==> src/ccrc_pkg.sv <==
`timescale 1ns / 1ps

package ccrc_pkg;

	// CRC width codes
	localparam logic [1:0] WSEL_8       = 2'd0;
	localparam logic [1:0] WSEL_16      = 2'd1;
	localparam logic [1:0] WSEL_32      = 2'd2;
	localparam logic [1:0] WSEL_INVALID = 2'd3;

	// Configuration register indexes
	localparam int unsigned CFG_IDX_W = 3;
	localparam logic [CFG_IDX_W-1:0] REG_WIDTH_SELECT = 3'd0;
	localparam logic [CFG_IDX_W-1:0] REG_REFLECTED    = 3'd1;
	localparam logic [CFG_IDX_W-1:0] REG_POLYNOMIAL   = 3'd2;
	localparam logic [CFG_IDX_W-1:0] REG_INITIAL      = 3'd3;
	localparam logic [CFG_IDX_W-1:0] REG_OUTPUT_XOR   = 3'd4;

	localparam logic [31:0] RESET_POLYNOMIAL = 32'hEDB8_8320;
	localparam logic [31:0] RESET_INITIAL    = 32'hFFFF_FFFF;
	localparam logic [31:0] RESET_OUTPUT_XOR = 32'hFFFF_FFFF;

	// Settings the bit-step logic needs
	typedef struct packed {
		logic [1:0]  wsel;
		logic        reflected;
		logic [31:0] poly;
	} ccrc_cfg_t;

	function automatic logic [31:0] width_mask(input logic [1:0] wsel);
		logic [31:0] m;
		unique case (wsel)
			WSEL_8:  m = 32'h0000_00FF;
			WSEL_16: m = 32'h0000_FFFF;
			default: m = 32'hFFFF_FFFF;
		endcase
		return m;
	endfunction

endpackage

==> src/configurable_crc_engine.sv <==
`timescale 1ns / 1ps

// Byte-serial CRC engine, 8/16/32-bit, normal or reflected.
// Configuration: write width_select (0), reflected_mode (1), polynomial (2),
// initial_value (3) and output_xor (4) through cfg_wen/cfg_index/cfg_data while
// no item is in flight. Indexes beyond 4 are ignored.
// Input channel: one item per accepted in_valid && !in_stall. start_of_message
// loads the initial value, byte_present folds data_byte in, end_of_message asks
// for a result after this item.
// Output channel: one result (crc_value, status) per item with end_of_message;
// status is 1 and crc_value 0 when the width code is invalid.
// Pipeline: an item is registered at acceptance; once it may leave that register
// it is folded into the CRC register and any result is registered onto out_valid.
// Throughput: one item per cycle while in_stall is low; the eight bit steps of
// a byte are combinational XOR logic between input and CRC/result registers.
// Stall: a result held by out_stall blocks only a following item that also ends
// a message; in_stall then rises until the result is taken.
// Reset: the CRC register clears, configuration returns to CRC-32 (reflected,
// 0xEDB88320, init and output XOR all ones), no item or result is held.
module configurable_crc_engine (
	input  logic                               clk,
	input  logic                               arst_n,
	input  logic                               cfg_wen,
	input  logic [ccrc_pkg::CFG_IDX_W-1:0]     cfg_index,
	input  logic [31:0]                        cfg_data,
	input  logic                               in_valid,
	output logic                               in_stall,
	input  logic [7:0]                         data_byte,
	input  logic                               byte_present,
	input  logic                               start_of_message,
	input  logic                               end_of_message,
	output logic                               out_valid,
	input  logic                               out_stall,
	output logic [31:0]                        crc_value,
	output logic                               status
);
	import ccrc_pkg::*;

	logic [1:0]  wsel_q;
	logic        refl_q;
	logic [31:0] poly_q;
	logic [31:0] init_q;
	logic [31:0] oxor_q;
	logic [31:0] crc_q;

	logic        valid_s1;
	logic [7:0]  byte_s1;
	logic        present_s1;
	logic        start_s1;
	logic        end_s1;

	logic        out_valid_q;
	logic [31:0] crc_value_q;
	logic        status_q;

	ccrc_cfg_t   cfg;
	logic [31:0] mask;
	logic        width_ok;
	logic [31:0] seed;
	logic [31:0] folded;
	logic [31:0] crc_next;
	logic        go;
	logic        accept;

	// configuration registers
	always_ff @(posedge clk or negedge arst_n) begin
		if (!arst_n) begin
			wsel_q <= WSEL_32;
			refl_q <= 1'b1;
			poly_q <= RESET_POLYNOMIAL;
			init_q <= RESET_INITIAL;
			oxor_q <= RESET_OUTPUT_XOR;
		end else if (cfg_wen) begin
			unique case (cfg_index)
				REG_WIDTH_SELECT: wsel_q <= cfg_data[1:0];
				REG_REFLECTED:    refl_q <= cfg_data[0];
				REG_POLYNOMIAL:   poly_q <= cfg_data;
				REG_INITIAL:      init_q <= cfg_data;
				REG_OUTPUT_XOR:   oxor_q <= cfg_data;
				default: ;
			endcase
		end
	end

	// an item leaves stage 1 unless it ends a message and the result slot is held
	assign go       = valid_s1 && (!end_s1 || !out_valid_q || !out_stall);
	assign in_stall = valid_s1 && !go;
	assign accept   = in_valid && !in_stall;

	always_ff @(posedge clk or negedge arst_n) begin
		if (!arst_n) begin
			valid_s1 <= 1'b0;
		end else begin
			valid_s1 <= accept || (valid_s1 && !go);
		end
	end

	always_ff @(posedge clk) begin
		if (accept) begin
			byte_s1    <= data_byte;
			present_s1 <= byte_present;
			start_s1   <= start_of_message;
			end_s1     <= end_of_message;
		end
	end

	assign cfg.wsel      = wsel_q;
	assign cfg.reflected = refl_q;
	assign cfg.poly      = poly_q;

	ccrc_fold u_fold (
		.cfg     (cfg),
		.crc_in  (seed),
		.data_in (byte_s1),
		.crc_out (folded)
	);

	always_comb begin
		mask     = width_mask(wsel_q);
		width_ok = (wsel_q != WSEL_INVALID);
		seed     = start_s1 ? (init_q & mask) : crc_q;
		if (!width_ok) begin
			crc_next = crc_q;
		end else if (present_s1) begin
			crc_next = folded;
		end else begin
			crc_next = seed;
		end
	end

	always_ff @(posedge clk or negedge arst_n) begin
		if (!arst_n) begin
			crc_q <= 32'd0;
		end else if (go) begin
			crc_q <= crc_next;
		end
	end

	// result register
	always_ff @(posedge clk or negedge arst_n) begin
		if (!arst_n) begin
			out_valid_q <= 1'b0;
		end else if (go && end_s1) begin
			out_valid_q <= 1'b1;
		end else if (!out_stall) begin
			out_valid_q <= 1'b0;
		end
	end

	always_ff @(posedge clk) begin
		if (go && end_s1) begin
			crc_value_q <= width_ok ? ((crc_next ^ oxor_q) & mask) : 32'd0;
			status_q    <= !width_ok;
		end
	end

	assign out_valid = out_valid_q;
	assign crc_value = crc_value_q;
	assign status    = status_q;

endmodule

==> src/ccrc_fold.sv <==
`timescale 1ns / 1ps

module ccrc_fold (
	input  ccrc_pkg::ccrc_cfg_t cfg,
	input  logic [31:0]         crc_in,
	input  logic [7:0]          data_in,
	output logic [31:0]         crc_out
);
	import ccrc_pkg::*;

	logic [31:0] mask;
	logic [31:0] poly;
	logic [31:0] top;
	logic [31:0] c;

	always_comb begin
		mask = width_mask(cfg.wsel);
		poly = cfg.poly & mask;
		unique case (cfg.wsel)
			WSEL_8:  top = 32'h0000_0080;
			WSEL_16: top = 32'h0000_8000;
			default: top = 32'h8000_0000;
		endcase
		c = crc_in & mask;
		if (cfg.reflected) begin
			c = c ^ {24'd0, data_in};
			for (int i = 0; i < 8; i++) begin
				c = c[0] ? ((c >> 1) ^ poly) : (c >> 1);
			end
		end else begin
			// align the byte with the top of the register
			unique case (cfg.wsel)
				WSEL_8:  c = c ^ {24'd0, data_in};
				WSEL_16: c = c ^ {16'd0, data_in, 8'd0};
				default: c = c ^ {data_in, 24'd0};
			endcase
			for (int i = 0; i < 8; i++) begin
				c = ((c & top) != 32'd0) ? (((c << 1) ^ poly) & mask) : ((c << 1) & mask);
			end
		end
		crc_out = c & mask;
	end

endmodule

==> config.mk <==
export PLATFORM = sky130hd
export DESIGN_NAME = configurable_crc_engine
export DESIGN_NICKNAME = d
export VERILOG_FILES = /design/src/ccrc_pkg.sv /design/src/configurable_crc_engine.sv /design/src/ccrc_fold.sv
export SDC_FILE = /design/constraint.sdc
export NUM_CORES = 1
export LEC_CHECK = 0
export BUFFER_PORTS_ARGS = -buffer_cell sky130_fd_sc_hd__clkbuf_2
export CORE_ASPECT_RATIO = 0.9
export CORE_MARGIN = 10
export CORE_UTILIZATION = 40
export CTS_CLUSTER_SIZE = 40
export DETAILED_ROUTE_END_ITERATION = 6
export SYNTH_ARGS = -nofsm -noshare
export SYNTH_HDL_FRONTEND = slang
export SYNTH_SLANG_ARGS = --single-unit
==> constraint.sdc <==
create_clock -name clk -period 7.59 [get_ports clk]
set_input_delay 1.518 -clock clk [delete_from_list [all_inputs] [get_ports clk]]
set_output_delay 1.518 -clock clk [all_outputs]
set_load 0.05 [all_outputs]
Word level (Yosys, flattened, before mapping)
Cells that the tools add are included.

Register bits: 177. Latch bits: 0. Bits in writable memories: 0. ROM bits: 0. Bits of input ports: 51. Output and inout bits: 35. Word-level logic and storage cells: 124. Memories: 0.

Add/subtract/negate cells: 0. Multipliers: 0. Divide/modulo/power cells: 0. $lt $le $gt $ge: 0. Eq/ne operators: 7. Shift-type cells: 0. Multiplexer cells: 26. Bitwise gates (word level): 49. Reduce and logical (&&, ||, !) cells: 28.

Operators with widths (number): $and 32x32->32 (29); $mux 32 (21); $xor 32x32->32 (10); $reduce_bool 32->1 (8); $xor 31x32->32 (8); $pmux 32 s2 (3); $xor 32x16->32 (1); $xor 32x8->32 (1); $reduce_and 2->1 (5); $eq 3x2->1 const B (2); $logic_not 1->1 (6); $logic_and 1x1->1 (4); $eq 3x1->1 const B (1); $eq 3x3->1 const B (1); $logic_not 3->1 (1); $logic_or 1x1->1 (3); $eq 2x1->1 const B (1); $logic_not 2->1 (1); $mux 1 (2); $ne 2x1->1 const B (1); $ne 2x2->1 const B (1).

Depth between registers and ports, before layout
Depth in word-level cells: 38. Gate-level depth with buffers: 27. Mapped depth without buffers: 20.

By module
Synthesis repeated with hierarchy kept, for this count alone.

Cells, all modules: 2160. Area total of the unflattened synthesis: 17878.4 sq um.

Modules (own cells, without submodules): ccrc_fold (times used 1, cells each 1566, area an instance 9803.2 sq um, seq. area each 0.0 sq um); configurable_crc_engine (times used 1, cells each 594, area an instance 8075.2 sq um, seq. area each 4749.6 sq um).

Worst setup path before layout
No wires, ideal clock.

Kind: register -> register. From: register start_s1. To: register crc_value_q[13] (netlist: crc_value[13]), data pin. Setup time: 269 ps. Data arrival time: 5301 ps. Data required time: 7321 ps. Path slack: 2020 ps. Stages on the path, launching flop included: 25. Buffers on the path: 4. Period minus slack after synthesis: 5570 ps. Cells stage by stage: edfxtp_1 buf_6 mux2i_4 mux2i_1 buf_4 o2111ai_1 a21o_1 and2_4 or3_4 o211ai_1 o2bb2ai_1 nor3_4 xor2_2 a2111o_1 and4_1 a211o_1 buf_2 o21a_4 mux2_4 buf_6 o2111ai_1 o221ai_1 a21oi_1 xor2_1 nor2_1.

Cells in the longest elaborated chain, start to end: 35. Elaborated cells on any way between the ends: 77. Those cells by class: 22 x mux; 47 x bitwise; 8 x reduce/logical.

RTL lines: start, declared (RTL line configurable_crc_engine.sv:49) `logic start_s1;`; start signal, assigned (RTL line configurable_crc_engine.sv:102) `start_s1 <= start_of_message;`; $mux 32 (*) (RTL line configurable_crc_engine.sv:121) `seed = start_s1 ? (init_q & mask) : crc_q;`; $and 32x32->32 (RTL line ccrc_fold.sv:24) `c = crc_in & mask;`; $xor 32x32->32, or another cell as far along (RTL line ccrc_fold.sv:35) `default: c = c ^ {data_in, 24'd0};`; $pmux 32 s2 (RTL line ccrc_fold.sv:32) `unique case (cfg.wsel)`; $mux 32 (RTL line ccrc_fold.sv:25) `if (cfg.reflected) begin`; $and 32x32->32 / $xor 32x32->32 (equally long branches) (RTL line ccrc_fold.sv:38) `c = ((c & top) != 32'd0) ? (((c << 1) ^ poly) & mask) : ((c << 1) & mask);`; $reduce_bool 32->1 / $and 32x32->32 (equally long branches) (RTL line ccrc_fold.sv:38); $mux 32 (RTL line ccrc_fold.sv:38); [... 19 more ...]; $reduce_bool 32->1 / $and 32x32->32 (equally long branches) (RTL line ccrc_fold.sv:38); $mux 32 (RTL line ccrc_fold.sv:38); $mux 32 (RTL line ccrc_fold.sv:25); $and 32x32->32 (RTL line ccrc_fold.sv:41) `crc_out = c & mask;`; $mux 32 (*) (RTL line configurable_crc_engine.sv:124) `end else if (present_s1) begin`; $mux 32 (*) (RTL line configurable_crc_engine.sv:122) `if (!width_ok) begin`; $xor 32x32->32 (*) (RTL line configurable_crc_engine.sv:152) `crc_value_q <= width_ok ? ((crc_next ^ oxor_q) & mask) : 32'd0;`; $and 32x32->32 (*) (RTL line configurable_crc_engine.sv:152); end signal, assigned (RTL line configurable_crc_engine.sv:152); end, declared (RTL line configurable_crc_engine.sv:53) `logic [31:0] crc_value_q;`.

Mark *: on every way between the ends. The rest lies on a longest branch, timed or not. The select of a mux whose other input is x is not followed. A chain may end at the register's enable or synchronous reset.

Worst setup path after layout
From: register start_s1. To: register crc_value_q[28] (netlist: crc_value[28]), data pin.

Same word-level chain as after synthesis.

==> reports/results.txt <==
Run status: finished, final reports clean
Worst-path fanout max: 19
Required time of the critical path: 7.78 ns
Syn Area/Cell: 7.99 sq um
CTS Buffer Depth: 2
Top_reg_cell synth: dfstp_2
Worst slew pin tran: 1.11 ns
CTS Buf Count: 17
Worst-path clk slew: 0.07 ns
Post-cts hold buffer count: 0
Multiplexer area fraction after synthesis: 0.0771
DRC Markers: 0
Clock Sinks: 177
# port buffers: 85
Vias in the first global route: 16100
Critical path launch point type: flop
DRT Pass-1 Iters: 5
#FFs+latches synth: 177
Final core occ: 0.443
Post-DRT Antenna Nets: 0
Post-Synth Simple-Gate Area: 0.203
Vias per inst: 5.96
DIE AREA: 0.0534 sq mm
Die extent in y: 220 microns
Max-cap violations: 0
Yosys top cell area share: 0.188
Largest net degree at the start of global routing: 70
Slew margin rel.: 0.259
Synth Area in Compound Gates: 0.159
RSZ-0062 raised after global routing: no
Critical Path End Type: flop
Total negative slack: 0 ns
Synthesized cell area: 0.0178 sq mm
Initial antenna violation count: 1
Fillers: 4406
Root Buffer: clkbuf_16
First-pass GRT wire length: 110000 microns
Area growth syn-to-layout: 9.64%
DR iter-0 viols: 2275
Wire length per cell: 26.0 microns
Initial Util: 0.404
Fin nets: 2295
Die width: 242 microns
Gr usage total: 0.273
FP Rows: 73
Fmax: 139 MHz
Post-synthesis net count: 2280
Syn Inst Count: 2229
Tcrit/Tclk final: 0.949
H-tree lvl count: 4
Post-CTS Setup Bufs: 0
Io pins: 86
Antenna diodes: 0
Clock Latency Late Sink: 0.47 ns
Largest family of logic cells by synthesized area: XOR/XNOR gates
Placer Congestion: 1.02
Fraction of synthesized cell area in xor and xnor cells: 0.243
Min cycle time layout: 7.20 ns
Yosys warns: 0
Top cells by area, synth: xnor2_1 19%, dfstp_2 12%, nand2_1 10%
Grt ovf: 0
Clock skew: 0.0172 ns
Number of enable flip-flop cells after synthesis: 44
Count of different cell masters after synthesis: 111
Max Slew Vio Count: 0
DRT Wirelength: 74200 microns
Placed wire-length estimate: 54300 microns
Core footprint: 0.0441 sq mm
Register area share after synthesis: 0.267
Routed vias: 17000
Final Hold Fails: 0
Synth Area in Adders: 0
Type of the most critical hold path: flop to flop
Synth async-reset ratio: 0.751
Layout cell share with drive strength beyond 1: 0.198
Post-cts sizing count: 0
Critical Path AT: 7.39 ns
CTS tree: yes
Final setup vio count: 0
CP Class: flop to flop
Leading area contributor after synthesis: xnor2_1
-- critical path, stage by stage, from the launching register on --
cell and delay (ns):
edfxtp_1 0.60, mux2i_4 0.43, mux2i_1 0.60, buf_4 0.22, o2111ai_1 0.13, a21o_1 0.26, and2_4 0.18, or3_4 0.38
o211ai_1 0.41, a2bb2oi_1 0.34, mux2i_1 0.27, xnor3_1 0.26, o22ai_2 0.20, buf_4 0.24, or3_1 0.17, buf_4 0.32
nand2_1 0.11, xnor2_1 0.17, xnor2_1 0.38, o21ai_0 0.14, a221o_1 0.33, a211oi_2 0.50, xnor2_1 0.18, nor2_1 0.05
-- kinds of logic after synthesis --
| family | count (synthesis) |
|---|---|
| flip-flops | 177 |
| AO/OA/AOI/OAI | 412 |
| XOR/XNOR | 480 |
| buffers and inverters | 213 |
| AND/OR/NAND/NOR | 827 |
| multiplexers | 120 |
-- sequential cells by signal (all words and copies together) (netlist names) --
name        flops
byte_s1         8
crc_q          32
crc_value      32
end_s1          1
init_q         32
out_valid       1
oxor_q         32
poly_q         32
present_s1      1
refl_q          1
start_s1        1
status          1
valid_s1        1
wsel_q          2
-- per-layer routing --
metal	GRT usage	part of all wire	vias to the layer above
met5	0	0	-
met2	0.404	0.42	996
li1	-	-	7576
met4	0.0683	0.023	0
met1	0.392	0.45	8330
met3	0.0665	0.11	119
-- area by class of cell --
class,instances,area [sq um],area share
clock inverters,15,145,0.00743
repair buffers,177,1130,0.0581
multi-input cells,1839,12200,0.625
flip-flops and latches,177,4750,0.243
inverters,32,120,0.00615
clock buffers,17,425,0.0218
well taps,600,751,0.0384
-- path summary, 6_finish.rpt --
kind,from,to,slack (ns),depth (start not counted)
max in group asynchronous,arst_n,crc_q[15],5.16,2
max reg2reg,start_s1,crc_value[28],0.39,23
min in group asynchronous,arst_n,crc_q[25],1.06,1
max,start_s1,crc_value[28],0.39,23
min,crc_q[1],crc_q[1],0.48,2
min reg2reg,crc_q[1],crc_q[1],0.48,2
-- cells in the final DEF, fill, tap and decap left out, types with 44 or more instances in the layout --
cell / synthesis / routed
dfrtp_1: 53 / 53
dfstp_2: 80 / 80
edfxtp_1: 44 / 44
xnor2_1: 382 / 381
a21oi_1: 109 / 109
o21ai_0: 70 / 70
mux2_2: 81 / 81
nor2_1: 129 / 124
xor2_1: 87 / 84
nand3_1: 53 / 52
clkbuf_2: 0 / 84
buf_4: 6 / 91
nand2_1: 494 / 494
-- through the flow --
stage | hold slack (ns) | setup slack, ns | instances | cell area, sq um
2_1_floorplan | 0.445 | 2.02 | 2229 | 17800
3_3_place_gp | 0.458 | 0.689 | 2825 | 19000
3_5_place_dp | 0.462 | 0.577 | 2825 | 19000
4_1_cts | 0.480 | 0.546 | 2857 | 19500
5_1_grt | 0.495 | 0.0374 | 2857 | 19500
6_report | 0.481 | 0.386 | 2857 | 19500
-- synth_stat cells (6+ instances only) --
master	n
buf_1	37
o221ai_1	8
a31oi_1	10
o21ai_0	70
buf_2	23
a221oi_1	6
inv_1	29
nand2b_1	10
xnor3_1	7
or3_1	9
o22a_1	10
o31ai_1	8
o211ai_1	12
a21o_1	10
nor3_1	22
nor3b_1	6
mux2_2	81
nor2b_1	12
clkbuf_1	106
mux2i_1	29
nand3_1	53
buf_6	9
o21ai_1	34
buf_4	6
edfxtp_1	44
xnor2_1	382
a211oi_1	13
dfrtp_1	53
or2_2	8
xor2_1	87
a21oi_1	109
nor2_1	129
and3_1	31
a22oi_1	16
nand2_1	494
dfstp_2	80
nand4_1	7
and2_1	10
Power is left out: the tool's default activity adds up to more than one toggle a clock period on the data nets, which glitch-free logic cannot reach.
